[config.mk]
export PLATFORM = sky130hd
export DESIGN_NAME = rtc_back
export DESIGN_NICKNAME = d
export VERILOG_FILES = /design/src/rtl/rtc_pkg.sv /design/src/rtl/rtc_back.sv
export VERILOG_INCLUDE_DIRS = /design/src /design/src/rtl
export SDC_FILE = /design/constraint.sdc
export NUM_CORES = 2
export LEC_CHECK = 0
export BUFFER_PORTS_ARGS = -buffer_cell sky130_fd_sc_hd__buf_2
export CORE_MARGIN = 3
export CORE_UTILIZATION = 38
export DETAILED_ROUTE_END_ITERATION = 10
export GPL_TIMING_DRIVEN = 1
export SYNTH_ARGS = -nofsm -noshare
export SYNTH_HDL_FRONTEND = slang
export SYNTH_SLANG_ARGS = --single-unit
[constraint.sdc]
create_clock -name i_clk -period 27.1 [get_ports i_clk]
set_input_delay 4.065 -clock i_clk [delete_from_list [all_inputs] [get_ports i_clk]]
set_output_delay 4.065 -clock i_clk [all_outputs]
set_load 0.03 [all_outputs]
[src/rtl/assert_macros.svh]
// ---------------------------------------------------------------------------
// assert_macros.svh
// Shared assertion macros. Each one samples on i_clk and is disabled while
// i_rst_n is low, so modules that use them name their clock and reset so.
// ---------------------------------------------------------------------------
`ifndef ASSERT_MACROS_SVH
`define ASSERT_MACROS_SVH

// Condition holds at every clock edge.
`define ASSERT_ALWAYS(label, cond) \
    label: assert property (@(posedge i_clk) disable iff (!i_rst_n) (cond)) \
        else $error("assertion failed");

// Consequent holds in the same cycle as the antecedent.
`define ASSERT_IMPLIES(label, ante, cons) \
    label: assert property (@(posedge i_clk) disable iff (!i_rst_n) \
        (ante) |-> (cons)) else $error("assertion failed");

// Consequent holds in the cycle after the antecedent.
`define ASSERT_NEXT(label, ante, cons) \
    label: assert property (@(posedge i_clk) disable iff (!i_rst_n) \
        (ante) |=> (cons)) else $error("assertion failed");

`endif

[src/rtl/rtc_pkg.sv]
// ----------------------------------------------------------------------------
// rtc_pkg
// Types, widths and the multiply sequence table of the ray/triangle
// closest-hit engine.
// ----------------------------------------------------------------------------
`default_nettype none

package rtc_pkg;

    // Field and datapath widths
    localparam int CW          = 32;          // Q16.16 coordinate
    localparam int VW          = CW + 1;      // vertex difference
    localparam int FACE_W      = 16;          // face index field
    localparam int FACE_ID_DEF = 16;          // default face id bits
    localparam int BARY_W      = 17;          // barycentric output
    localparam int PQ_W        = 67;          // cross product component
    localparam int ACC_W       = 102;         // dot product accumulator
    localparam int MP_W        = 34;          // multiplier operand (signed)
    localparam int BIT_W       = $clog2(MP_W);
    localparam int NUM_W       = ACC_W + 16;  // shifted numerator
    localparam int REM_W       = ACC_W + 1;   // divider remainder
    localparam int DCNT_W      = $clog2(NUM_W);
    localparam int RES_W       = 64;          // saturated quotient
    localparam int N_TERMS     = 24;
    localparam int TERM_W      = $clog2(N_TERMS);
    localparam int CFG_IDX_W   = 3;
    localparam int QUEUE_DEPTH = 2;

    localparam logic signed [CW-1:0] ONE_Q   = 32'sd65536;
    localparam logic signed [CW-1:0] CW_MAX  = 32'sh7FFF_FFFF;
    localparam logic signed [CW-1:0] CW_MIN  = 32'sh8000_0000;

    // Register indexes
    localparam logic [CFG_IDX_W-1:0] CFG_ORG_X = 3'd0;
    localparam logic [CFG_IDX_W-1:0] CFG_ORG_Y = 3'd1;
    localparam logic [CFG_IDX_W-1:0] CFG_ORG_Z = 3'd2;
    localparam logic [CFG_IDX_W-1:0] CFG_DIR_X = 3'd3;
    localparam logic [CFG_IDX_W-1:0] CFG_DIR_Y = 3'd4;
    localparam logic [CFG_IDX_W-1:0] CFG_DIR_Z = 3'd5;
    localparam logic [CFG_IDX_W-1:0] CFG_T_MIN = 3'd6;
    localparam logic [CFG_IDX_W-1:0] CFG_T_MAX = 3'd7;

    typedef struct packed {
        logic signed [CW-1:0] org_x;
        logic signed [CW-1:0] org_y;
        logic signed [CW-1:0] org_z;
        logic signed [CW-1:0] dir_x;
        logic signed [CW-1:0] dir_y;
        logic signed [CW-1:0] dir_z;
        logic signed [CW-1:0] t_min;
        logic signed [CW-1:0] t_max;
    } t_cfg;

    // One triangle after the front end: edges, origin offset, tag
    typedef struct packed {
        logic signed [VW-1:0] e1_x;
        logic signed [VW-1:0] e1_y;
        logic signed [VW-1:0] e1_z;
        logic signed [VW-1:0] e2_x;
        logic signed [VW-1:0] e2_y;
        logic signed [VW-1:0] e2_z;
        logic signed [VW-1:0] s_x;
        logic signed [VW-1:0] s_y;
        logic signed [VW-1:0] s_z;
        logic [FACE_W-1:0]    face;
        logic                 last;
    } t_item;

    typedef enum logic [3:0] {
        MC_DIR_X, MC_DIR_Y, MC_DIR_Z,
        MC_S_X, MC_S_Y, MC_S_Z,
        MC_P_X, MC_P_Y, MC_P_Z,
        MC_Q_X, MC_Q_Y, MC_Q_Z
    } t_mc_sel;

    typedef enum logic [3:0] {
        MP_E1_X, MP_E1_Y, MP_E1_Z,
        MP_E2_X, MP_E2_Y, MP_E2_Z,
        MP_S_X, MP_S_Y, MP_S_Z,
        MP_DIR_X, MP_DIR_Y, MP_DIR_Z
    } t_mp_sel;

    typedef enum logic [3:0] {
        DST_NONE,
        DST_P_X, DST_P_Y, DST_P_Z,
        DST_DET, DST_UN,
        DST_Q_X, DST_Q_Y, DST_Q_Z,
        DST_VN, DST_TN
    } t_dst;

    // One product term: acc +/-= mcand * mplier, stored at dst when set
    typedef struct packed {
        t_mc_sel mc;
        t_mp_sel mp;
        logic    sub;
        t_dst    dst;
    } t_term;

    function automatic t_term mk_term(input t_mc_sel mc, input t_mp_sel mp,
                                      input logic sub, input t_dst dst);
        t_term r;
        r.mc  = mc;
        r.mp  = mp;
        r.sub = sub;
        r.dst = dst;
        return r;
    endfunction

    // p = dir x e2, det = e1.p, un = s.p, q = s x e1, vn = dir.q, tn = e2.q
    function automatic t_term term_info(input logic [TERM_W-1:0] idx);
        t_term r;
        case (idx)
            5'd0:    r = mk_term(MC_DIR_Y, MP_E2_Z,  1'b0, DST_NONE);
            5'd1:    r = mk_term(MC_DIR_Z, MP_E2_Y,  1'b1, DST_P_X);
            5'd2:    r = mk_term(MC_DIR_Z, MP_E2_X,  1'b0, DST_NONE);
            5'd3:    r = mk_term(MC_DIR_X, MP_E2_Z,  1'b1, DST_P_Y);
            5'd4:    r = mk_term(MC_DIR_X, MP_E2_Y,  1'b0, DST_NONE);
            5'd5:    r = mk_term(MC_DIR_Y, MP_E2_X,  1'b1, DST_P_Z);
            5'd6:    r = mk_term(MC_P_X,   MP_E1_X,  1'b0, DST_NONE);
            5'd7:    r = mk_term(MC_P_Y,   MP_E1_Y,  1'b0, DST_NONE);
            5'd8:    r = mk_term(MC_P_Z,   MP_E1_Z,  1'b0, DST_DET);
            5'd9:    r = mk_term(MC_P_X,   MP_S_X,   1'b0, DST_NONE);
            5'd10:   r = mk_term(MC_P_Y,   MP_S_Y,   1'b0, DST_NONE);
            5'd11:   r = mk_term(MC_P_Z,   MP_S_Z,   1'b0, DST_UN);
            5'd12:   r = mk_term(MC_S_Y,   MP_E1_Z,  1'b0, DST_NONE);
            5'd13:   r = mk_term(MC_S_Z,   MP_E1_Y,  1'b1, DST_Q_X);
            5'd14:   r = mk_term(MC_S_Z,   MP_E1_X,  1'b0, DST_NONE);
            5'd15:   r = mk_term(MC_S_X,   MP_E1_Z,  1'b1, DST_Q_Y);
            5'd16:   r = mk_term(MC_S_X,   MP_E1_Y,  1'b0, DST_NONE);
            5'd17:   r = mk_term(MC_S_Y,   MP_E1_X,  1'b1, DST_Q_Z);
            5'd18:   r = mk_term(MC_Q_X,   MP_DIR_X, 1'b0, DST_NONE);
            5'd19:   r = mk_term(MC_Q_Y,   MP_DIR_Y, 1'b0, DST_NONE);
            5'd20:   r = mk_term(MC_Q_Z,   MP_DIR_Z, 1'b0, DST_VN);
            5'd21:   r = mk_term(MC_Q_X,   MP_E2_X,  1'b0, DST_NONE);
            5'd22:   r = mk_term(MC_Q_Y,   MP_E2_Y,  1'b0, DST_NONE);
            5'd23:   r = mk_term(MC_Q_Z,   MP_E2_Z,  1'b0, DST_TN);
            default: r = mk_term(MC_DIR_X, MP_E1_X,  1'b0, DST_NONE);
        endcase
        return r;
    endfunction

endpackage

`default_nettype wire

[src/rtl/rtc_back.sv]
// ----------------------------------------------------------------------------
// rtc_back
// Intersection sequencer: a shared shift-add multiplier walks the product
// table, a restoring divider forms u, v and t, then the closest hit is kept
// and reported on the last triangle.
// ----------------------------------------------------------------------------
`default_nettype none

`include "assert_macros.svh"

module rtc_back
    import rtc_pkg::*;
(
    input  wire logic          i_clk,
    input  wire logic          i_rst_n,
    input  wire t_cfg          i_cfg,
    input  wire logic          i_q_valid,
    input  wire t_item         i_q_item,
    output logic               o_q_pop,
    output logic               o_out_valid,
    input  wire logic          i_out_stall,
    output logic               o_hit_found,
    output logic [FACE_W-1:0]  o_hit_face,
    output logic signed [CW-1:0] o_hit_distance,
    output logic [BARY_W-1:0]  o_bary_u,
    output logic [BARY_W-1:0]  o_bary_v
);

    typedef enum logic [2:0] {
        S_IDLE, S_LOAD, S_MUL, S_DIV_LOAD, S_DIV, S_DECIDE
    } t_state;

    localparam logic [NUM_W-1:0] Q_LIM = NUM_W'(64'h4000_0000_0000_0000);

    t_state                    r_state;
    t_item                     r_item;
    logic [TERM_W-1:0]         r_term;
    logic [BIT_W-1:0]          r_bit;
    logic signed [ACC_W-1:0]   r_acc;
    logic [ACC_W-1:0]          r_mc;
    logic [MP_W-1:0]           r_mp;
    logic signed [PQ_W-1:0]    r_p_x, r_p_y, r_p_z;
    logic signed [PQ_W-1:0]    r_q_x, r_q_y, r_q_z;
    logic signed [ACC_W-1:0]   r_det, r_un, r_vn, r_tn;
    logic [1:0]                r_div_sel;
    logic [DCNT_W-1:0]         r_dcnt;
    logic [REM_W-1:0]          r_rem;
    logic [NUM_W-1:0]          r_num;
    logic [ACC_W-1:0]          r_dm;
    logic                      r_neg;
    logic signed [RES_W-1:0]   r_u, r_v, r_t;
    logic                      r_any;
    logic signed [CW-1:0]      r_best_dist;
    logic [FACE_W-1:0]         r_best_face;
    logic [BARY_W-1:0]         r_best_u, r_best_v;
    logic                      r_out_valid;

    t_term                     term;
    logic signed [ACC_W-1:0]   mc_val;
    logic signed [MP_W-1:0]    mp_val;
    logic [ACC_W-1:0]          addend;
    logic signed [ACC_W-1:0]   acc_next;
    logic signed [ACC_W-1:0]   num_sel;
    logic signed [NUM_W-1:0]   num_wide;
    logic [REM_W-1:0]          rem_sh;
    logic                      ge;
    logic [NUM_W-1:0]          q_full;
    logic [RES_W-1:0]          q_mag;
    logic signed [RES_W-1:0]   q_res;
    logic signed [CW-1:0]      t32;
    logic                      hit_ok;
    logic                      take;
    logic                      emit;
    logic                      n_any;
    logic signed [CW-1:0]      n_dist;
    logic [FACE_W-1:0]         n_face;
    logic [BARY_W-1:0]         n_u, n_v;

    assign o_q_pop     = (r_state == S_IDLE) && i_q_valid;
    assign o_out_valid = r_out_valid;

    // Operand selection for the current product term
    always_comb begin
        term = term_info(r_term);
        case (term.mc)
            MC_DIR_X: mc_val = ACC_W'(i_cfg.dir_x);
            MC_DIR_Y: mc_val = ACC_W'(i_cfg.dir_y);
            MC_DIR_Z: mc_val = ACC_W'(i_cfg.dir_z);
            MC_S_X:   mc_val = ACC_W'(r_item.s_x);
            MC_S_Y:   mc_val = ACC_W'(r_item.s_y);
            MC_S_Z:   mc_val = ACC_W'(r_item.s_z);
            MC_P_X:   mc_val = ACC_W'(r_p_x);
            MC_P_Y:   mc_val = ACC_W'(r_p_y);
            MC_P_Z:   mc_val = ACC_W'(r_p_z);
            MC_Q_X:   mc_val = ACC_W'(r_q_x);
            MC_Q_Y:   mc_val = ACC_W'(r_q_y);
            MC_Q_Z:   mc_val = ACC_W'(r_q_z);
            default:  mc_val = '0;
        endcase
        case (term.mp)
            MP_E1_X:  mp_val = MP_W'(r_item.e1_x);
            MP_E1_Y:  mp_val = MP_W'(r_item.e1_y);
            MP_E1_Z:  mp_val = MP_W'(r_item.e1_z);
            MP_E2_X:  mp_val = MP_W'(r_item.e2_x);
            MP_E2_Y:  mp_val = MP_W'(r_item.e2_y);
            MP_E2_Z:  mp_val = MP_W'(r_item.e2_z);
            MP_S_X:   mp_val = MP_W'(r_item.s_x);
            MP_S_Y:   mp_val = MP_W'(r_item.s_y);
            MP_S_Z:   mp_val = MP_W'(r_item.s_z);
            MP_DIR_X: mp_val = MP_W'(i_cfg.dir_x);
            MP_DIR_Y: mp_val = MP_W'(i_cfg.dir_y);
            MP_DIR_Z: mp_val = MP_W'(i_cfg.dir_z);
            default:  mp_val = '0;
        endcase
    end

    // Shift-add step; the multiplier's top bit carries negative weight
    always_comb begin
        addend = r_mp[0] ? r_mc : '0;
        if ((r_bit == BIT_W'(MP_W - 1)) ^ term.sub) begin
            acc_next = r_acc - ACC_W'(addend);
        end else begin
            acc_next = r_acc + ACC_W'(addend);
        end
    end

    // Divider operands and one restoring step
    always_comb begin
        case (r_div_sel)
            2'd0:    num_sel = r_un;
            2'd1:    num_sel = r_vn;
            default: num_sel = r_tn;
        endcase
        num_wide = {num_sel, 16'b0};
        rem_sh   = {r_rem[REM_W-2:0], r_num[NUM_W-1]};
        ge       = (rem_sh >= {1'b0, r_dm});
        q_full   = {r_num[NUM_W-2:0], ge};
        q_mag    = (q_full > Q_LIM) ? RES_W'(Q_LIM) : RES_W'(q_full);
        q_res    = r_neg ? -RES_W'(q_mag) : RES_W'(q_mag);
    end

    // Acceptance tests and closest-hit update
    always_comb begin
        if (r_t > RES_W'(CW_MAX)) begin
            t32 = CW_MAX;
        end else if (r_t < RES_W'(CW_MIN)) begin
            t32 = CW_MIN;
        end else begin
            t32 = r_t[CW-1:0];
        end
        hit_ok = (r_det != '0)
              && !r_u[RES_W-1] && (r_u <= RES_W'(ONE_Q))
              && !r_v[RES_W-1] && ((r_u + r_v) <= RES_W'(ONE_Q))
              && (t32 >= i_cfg.t_min) && (t32 <= i_cfg.t_max);
        take   = hit_ok && (!r_any || (t32 < r_best_dist));
        n_any  = r_any || take;
        n_dist = take ? t32 : r_best_dist;
        n_face = take ? r_item.face : r_best_face;
        n_u    = take ? r_u[BARY_W-1:0] : r_best_u;
        n_v    = take ? r_v[BARY_W-1:0] : r_best_v;
        emit   = r_item.last && (!r_out_valid || !i_out_stall);
    end

    always_ff @(posedge i_clk) begin
        if (!i_rst_n) begin
            r_state     <= S_IDLE;
            r_out_valid <= 1'b0;
            r_any       <= 1'b0;
            r_best_dist <= CW_MAX;
            r_best_face <= '0;
            r_best_u    <= '0;
            r_best_v    <= '0;
        end else begin
            // Result register: load on emit, free once taken
            if (r_state == S_DECIDE && emit) begin
                r_out_valid <= 1'b1;
            end else if (r_out_valid && !i_out_stall) begin
                r_out_valid <= 1'b0;
            end
            case (r_state)
                S_IDLE: begin
                    if (i_q_valid) begin
                        r_item  <= i_q_item;
                        r_term  <= '0;
                        r_acc   <= '0;
                        r_state <= S_LOAD;
                    end
                end
                S_LOAD: begin
                    r_mc    <= mc_val;
                    r_mp    <= mp_val;
                    r_bit   <= '0;
                    r_state <= S_MUL;
                end
                S_MUL: begin
                    r_mc  <= r_mc << 1;
                    r_mp  <= r_mp >> 1;
                    r_bit <= r_bit + 1'b1;
                    if (r_bit == BIT_W'(MP_W - 1) && term.dst != DST_NONE) begin
                        r_acc <= '0;
                    end else begin
                        r_acc <= acc_next;
                    end
                    if (r_bit == BIT_W'(MP_W - 1)) begin
                        case (term.dst)
                            DST_P_X: r_p_x <= PQ_W'(acc_next);
                            DST_P_Y: r_p_y <= PQ_W'(acc_next);
                            DST_P_Z: r_p_z <= PQ_W'(acc_next);
                            DST_DET: r_det <= acc_next;
                            DST_UN:  r_un  <= acc_next;
                            DST_Q_X: r_q_x <= PQ_W'(acc_next);
                            DST_Q_Y: r_q_y <= PQ_W'(acc_next);
                            DST_Q_Z: r_q_z <= PQ_W'(acc_next);
                            DST_VN:  r_vn  <= acc_next;
                            DST_TN:  r_tn  <= acc_next;
                            default: ;
                        endcase
                        if (r_term == TERM_W'(N_TERMS - 1)) begin
                            r_div_sel <= 2'd0;
                            r_state   <= S_DIV_LOAD;
                        end else begin
                            r_term  <= r_term + 1'b1;
                            r_state <= S_LOAD;
                        end
                    end
                end
                S_DIV_LOAD: begin
                    // A zero determinant is a miss, no division needed
                    if (r_det == '0) begin
                        r_state <= S_DECIDE;
                    end else begin
                        r_neg   <= num_wide[NUM_W-1] ^ r_det[ACC_W-1];
                        r_num   <= num_wide[NUM_W-1] ? NUM_W'(-num_wide)
                                                     : NUM_W'(num_wide);
                        r_dm    <= r_det[ACC_W-1] ? ACC_W'(-r_det) : ACC_W'(r_det);
                        r_rem   <= '0;
                        r_dcnt  <= '0;
                        r_state <= S_DIV;
                    end
                end
                S_DIV: begin
                    r_rem  <= ge ? (rem_sh - {1'b0, r_dm}) : rem_sh;
                    r_num  <= q_full;
                    r_dcnt <= r_dcnt + 1'b1;
                    if (r_dcnt == DCNT_W'(NUM_W - 1)) begin
                        case (r_div_sel)
                            2'd0:    r_u <= q_res;
                            2'd1:    r_v <= q_res;
                            default: r_t <= q_res;
                        endcase
                        if (r_div_sel == 2'd2) begin
                            r_state <= S_DECIDE;
                        end else begin
                            r_div_sel <= r_div_sel + 1'b1;
                            r_state   <= S_DIV_LOAD;
                        end
                    end
                end
                S_DECIDE: begin
                    if (!r_item.last) begin
                        r_any       <= n_any;
                        r_best_dist <= n_dist;
                        r_best_face <= n_face;
                        r_best_u    <= n_u;
                        r_best_v    <= n_v;
                        r_state     <= S_IDLE;
                    end else if (emit) begin
                        // Report and start a new mesh
                        o_hit_found    <= n_any;
                        o_hit_face     <= n_face;
                        o_hit_distance <= n_dist;
                        o_bary_u       <= n_u;
                        o_bary_v       <= n_v;
                        r_any          <= 1'b0;
                        r_best_dist    <= CW_MAX;
                        r_best_face    <= '0;
                        r_best_u       <= '0;
                        r_best_v       <= '0;
                        r_state        <= S_IDLE;
                    end
                end
                default: r_state <= S_IDLE;
            endcase
        end
    end

    `ASSERT_IMPLIES(a_pop_idle, o_q_pop, r_state == S_IDLE)
    `ASSERT_IMPLIES(a_bit_range, r_state == S_MUL, r_bit <= BIT_W'(MP_W - 1))
    `ASSERT_NEXT(a_emit_clears, r_state == S_DECIDE && emit, r_out_valid && !r_any)

endmodule

`default_nettype wire

# == Yosys cells after proc, flatten, opt, wreduce, memory -nomap -nowiden ==
# Memories as Yosys holds them, arrays and structs flattened. A register that Yosys moved wholly into a read port is not among the register bits.
# Index checks and enable logic that the tools add are counted.
# op_classes
n_addsub,11
n_lt_le_gt_ge,9
eq_ne,51
mux,58
bitwise_logic,4
n_reduce_logical,56
# ops
op,count
$pmux 102 s12,1
$pmux 102 s2,4
$mux 102,6
$pmux 34 s12,1
$mux 118,2
$pmux 118 s2,1
$sub 102x102->102,2
$mux 32,5
$le 64x18->1 const B,2
$mux 64,2
$gt 118x63->1 const B,1
$neg 118->118,1
$ge 103x102->1,1
$add 102x102->102,1
$logic_not 102->1,1
$neg 102->102,1
$reduce_bool 102->1,1
$mux 101,1
$mux 17,5
$pmux 34 s2,1
$add 64x64->64,1
$gt 64x32->1 const B,1
$lt 64x32->1 const B,1
$neg 64->64,1
49 further kinds,145
# word_totals
register_bits,2067
rom_bits,416
inputBits,574
out_inout_bits,85
elab_cells,238
mem_count,1
# mem_list
name,words,width,rd,rd_ports_with_merged_regs,write_ports,line,source
(no name shown),32,13,1,1,0,rtc_pkg.sv:112,case (idx)

# == Depth between registers and ports, before layout ==
# depth
ltp_word,10
depth_mapped,31
mapped_depth_nobuf,25

# == Worst setup path before layout ==
# OpenSTA, ideal clock, no wires.
# synth_path
path_type,input to register
start,input port i_rst_n
end,"register r_det[0], enable pin"
setup_time_ns,0.817
arrival_ns,14.192
path_slack_ns,12.090
cell_stages,3
n_path_buf,1
path_cell_list,clkbuf_1 -> nand4b_1 -> nor4_1
# synth_between
elab_chain_len,1
# synth_lines
item,line,source
"start, declared",rtc_back.sv:15,"input wire logic i_rst_n,"
$reduce_and 4->1 (no source line),--,
"end signal, assigned",rtc_back.sv:209,DST_DET: r_det <= acc_next;
"end, declared",rtc_back.sv:44,"logic signed [ACC_W-1:0] r_det, r_un, r_vn, r_tn;"
# Every way passes these cells.
# A chain may end at the register's enable or synchronous reset.

# == Final worst setup path ==
# layout_path
start,register r_mc[13]
end,register r_acc[100] (data pin)
# layout_between
elab_chain_len,5
# layout_lines
item,line,source
"start, declared",rtc_back.sv:40,logic [ACC_W-1:0] r_mc;
"start signal, assigned",rtc_back.sv:190,r_mc <= mc_val;
"start signal, assigned",rtc_back.sv:196,r_mc <= r_mc << 1;
$mux 102 (*),rtc_back.sv:119,addend = r_mp[0] ? r_mc : '0;
$add 102x102->102 / $sub 102x102->102 (equally long branches),"rtc_back.sv:123, rtc_back.sv:121",
$mux 102 (*),rtc_back.sv:120,if ((r_bit == BIT_W'(MP_W - 1)) ^ term.sub) begin
named net acc_next[100],rtc_back.sv:62,logic signed [ACC_W-1:0] acc_next;
$mux 102 (*),rtc_back.sv:199,if (r_bit == BIT_W'(MP_W - 1) && term.dst != DST_NONE) begin
$pmux 102 s2 (*),rtc_back.sv:180,case (r_state)
"end signal, assigned",rtc_back.sv:202,r_acc <= acc_next;
"end, declared",rtc_back.sv:39,logic signed [ACC_W-1:0] r_acc;
# Mark *: on every way through the listed nets, which the timed path passes. The rest lies on a longest branch.

==> results.md <==
- The HPWL after detailed placement is 240 mm.
- Synthesis produced 9022 cells.
- The effective utilization at floorplan is 38.4%.
- STA classifies the critical path startpoint as a flip-flop.
- The post-route cell area is 0.120 mm2.
- The TritonCTS clock tree is built.
- The clock sink total is 2080.
- Clock-pin slew was measured on the worst setup and hold paths at 60 ps.
- In this run the number of H-tree levels came out at 4.
- The peak per-stage delay on the critical path is 1050 ps.
- The number of global-route vias before repair is 76500.
- Gates resized during post-CTS repair numbered 0.
- The tightest hold path in the finished design has a slack of 471 ps.
- The final-report hold violation count is 0.
- In this run the worst path has a maximum fanout of 7.
- The multi-input combinational cells in the finished layout cover a total of 0.0415 mm2.
- For the final routed database, the setup TNS stands at 0 ps.
- The design draws 13.8 mW.
- The routed layout has 78100 vias.
- Measured against its own limit, the worst slew margin works out to 5.37%.
- In this run, synthesis produced a sequential element count of 2080.
- Setup slack closes at 17520 ps.
- Counting flops with a built-in enable in the synthesized netlist gives 1980.
- The first global-routing pass estimated 498 mm of wire.
- The source of the critical timing path is r_mc[13].
- The number of DRC violations after detailed routing is 0.
- The proportion of layout cells with a drive suffix above 1 is 13.0%.
- The die covers 0.284 mm2.
- Walking the worst path, the cells encountered are or4_1 > nor4_1 > nand2b_1 > or4_1 > o41ai_1 > a21oi_1 > nor2_1 > xnor2_1 > ha_1 > nand4_1 > nor4_1 > nand3_1 > a21oi_1 > o2111ai_1 > a211oi_1 > o21ai_0 > o311ai_0 > a221oi_1 > xnor2_1 > and2_1.
- Hold repair after CTS inserted 0 buffers.
- At the pin with the least slew margin, the transition time is 1410 ps.
- STA puts the critical path data required time at 27810 ps.
- The path type of the worst setup path is flip-flop to flip-flop.
- The portion of the post-synthesis area used by sequential elements is 58.2%.
- Setup violations remaining at the end of the flow were counted as 0.
- In this run the count of I/O pins placed on the die edge is 659.
- The cell at the root of the clock tree is clkbuf_16.
- The core region is 0.275 mm2.
- The max-capacitance violation count is 0.
- The final count of pins violating max slew was 0.
- On the final layout, the worst clock skew is 152 ps.
- The count of buffers from port buffering is 562.
- The number of post-CTS setup repair buffers is 0.
- The total overflow left after global routing is 0.
- The floorplan step set the die height to 533 um.
- The total standard cell area after synthesis is 0.106 mm2.
- The flow ran to the end, and the final reports show no timing, DRC or antenna violations.
- The average footprint of a synthesized cell is 11.7 um2.
- The number of standard-cell rows in the floorplan is 192.
- The library cells used most frequently in the layout, excluding fill and tap cells, are edfxtp_1 (1980), nand2_1 (830), a21oi_1 (601), buf_2 (562), nor2_1 (416).
- At the end of routability-driven placement, the weighted congestion stood at 0.925.
- In this run the static leakage power is 42.8 nW.
- The via density per instance is 5.85.
- The number of buffers and inverters on the critical path is 0.
- Data arrives at the worst endpoint at 10290 ps.
- The worst slack at placement is 17690 ps.
- Counting the buffers created by CTS gives 228.
- Derived from the worst setup path, the maximum achievable clock frequency is 104 MHz.
- Setup repair after global routing left no endpoint under its margin.
- The number of iterations in the first detailed-routing pass is 6.
- The count of nets after finishing is 10400.
- The post-synthesis net count is 9977.
- The post-detailed-placement cell area is 0.113 mm2.
- The worst hold path begins at r_best_u[2].
- The first routing iteration left 7914 violations.
- The number of warning messages in the yosys log is 0.
- Entering global routing, the biggest net connects 99 pins.
- Dividing the final minimum period by the clock period gives 35.4%.
- The number of distinct library cells after synthesis is 99.
- The remaining number of nets flagged by the antenna check after routing is 0.
- The area growth from synthesis to layout is 13.9%.
- The number of antenna violations at the first check in global routing is 41.
- Counting along the longest clock path gives a buffer depth of 4.
- Fill cells in the final layout number 25300.
- The worst IR drop on VDD is 0.132 mV.
- The library cell contributing the largest single delay on the critical path is o311ai_0.
- The global-route total usage across every layer is 22.8%.
- Measured along the x axis, the die boundary spans 533 um.
- Across the whole layout, storage elements account for 0.0615 mm2.
- The path category of the worst min-delay check is flip-flop to flip-flop.
- The final routed wirelength across all metal layers is 336 mm.
- The startpoint of the most critical register-to-register path is r_mc[13].
- The time the final worst path needs with I/O delays and setup is 9580 ps.
- The category of cells accounting for the largest share of critical-path delay is simple AND/OR/NAND/NOR gates.
- Dividing total power by cell area gives a power density of 115 mW/mm2.
- Counting flops with an async set or reset pin after synthesis yields a share of 0%.
- Among all flip-flop cells after synthesis, the most frequent one is edfxtp_1.
- The worst setup path is captured at a flip-flop.
- At the later pin of the worst-skew pair, clock insertion delay measures 920 ps.
- The commonest non-fill, non-tap cell in the layout is edfxtp_1.
- In the final routed layout, each cell accounts on average for 25.1 um.
sequential cells by signal, indices dropped and copies added (netlist names), 102 cells and up:
signal / count
r_tn: 102
r_vn: 102
r_rem: 102
r_mc: 102
r_acc: 102
r_item: 314
r_dm: 102
r_num: 118
r_un: 102
r_det: 102
final cells by class:
| class | count | share of cell area, % |
|---|---|---|
| repair buffers | 705 | 3.23 |
| multi-input cells | 6128 | 34.5 |
| flip-flops and latches | 2080 | 51.1 |
| diodes | 20 | 0.0416 |
| well taps | 3686 | 3.84 |
| clock buffers | 272 | 4.94 |
| inverters | 321 | 1.00 |
| clock inverters | 141 | 1.31 |
final timing paths:
kind / endpoint / slack (ps) / cells after the start
min reg2reg: r_best_u[2] / 470 / 1
max reg2reg: r_acc[100] / 17520 / 20
min: r_best_u[2] / 470 / 1
max: r_acc[100] / 17520 / 20
where the power goes:
part | internal, mW | total (mW) | switching [mW]
combinational | 1.63 | 5.50 | 3.87
sequential | 4.96 | 5.21 | 0.251
clock | 1.83 | 3.14 | 1.31
synthesized netlist by cell type (all sizes together) (14+ instances only):
library cell / number / area, um2
inv: 321 / 1200
a21boi: 16 / 120
buf: 61 / 309
a211oi: 47 / 353
a211o: 15 / 131
or3: 89 / 562
nand4: 158 / 988
a22oi: 170 / 1280
o21bai: 66 / 495
nor2b: 41 / 257
or2: 35 / 219
dfxtp: 100 / 2000
and3: 59 / 369
a21oi: 603 / 3020
a41oi: 16 / 148
o22ai: 17 / 113
o21a: 50 / 375
nand2: 832 / 3130
a21o: 292 / 2190
a31oi: 61 / 397
o41ai: 57 / 499
o31ai: 77 / 578
nor3: 140 / 711
xor2: 232 / 2030
or4: 34 / 255
xnor2: 321 / 2810
nand3: 204 / 1020
mux2: 65 / 732
a22o: 384 / 3360
o21ai: 421 / 2110
mux2i: 19 / 190
and4: 18 / 158
edfxtp: 1980 / 59500
ha: 378 / 4730
a311oi: 14 / 123
a221oi: 208 / 1820
nor2: 437 / 1650
nor4: 142 / 901
o211ai: 46 / 345
clkbuf: 432 / 1620
a31o: 14 / 123
and2: 152 / 951
nand2b: 60 / 383
per-layer routing:
layer	track usage [%]	up-vias	part of all wire (%)
met5	0	-	0.051
met1	30.3	38400	42
met3	3.89	606	7.5
li1	-	35700	-
met2	37.1	3343	47
met4	8.70	28	4.2
worst reg2reg max path: stages (launching register included):
cell and delay (ps):
edfxtp_1 440, or4_1 630, nor4_1 380, nand2b_1 170, or4_1 650, o41ai_1 650, a21oi_1 300, nor2_1 710
xnor2_1 160, ha_1 450, nand4_1 190, nor4_1 730, nand3_1 150, a21oi_1 450, o2111ai_1 300, a211oi_1 520
o21ai_0 300, o311ai_0 1050, a221oi_1 210, xnor2_1 680, and2_1 230
per-stage QoR:
stage          utilization [%]  cells
3_5_place_dp              40.9  12900
5_1_grt                   43.7  13300
3_3_place_gp              40.9  12900
2_1_floorplan                -   9022
4_1_cts                   43.7  13300
6_report                  43.7  13400
kinds of logic after synthesis:
group	count (synthesis)	share of synthesized area (%)
AO/OA/AOI/OAI	2671	17.5
buffers and inverters	814	2.97
multiplexers	84	0.874
flip-flops	2080	58.2
XOR/XNOR	553	4.59
adder cells (fa/ha/maj)	381	4.54
AND/OR/NAND/NOR	2439	11.3
Note: power is estimated with default switching activity, not from simulation.
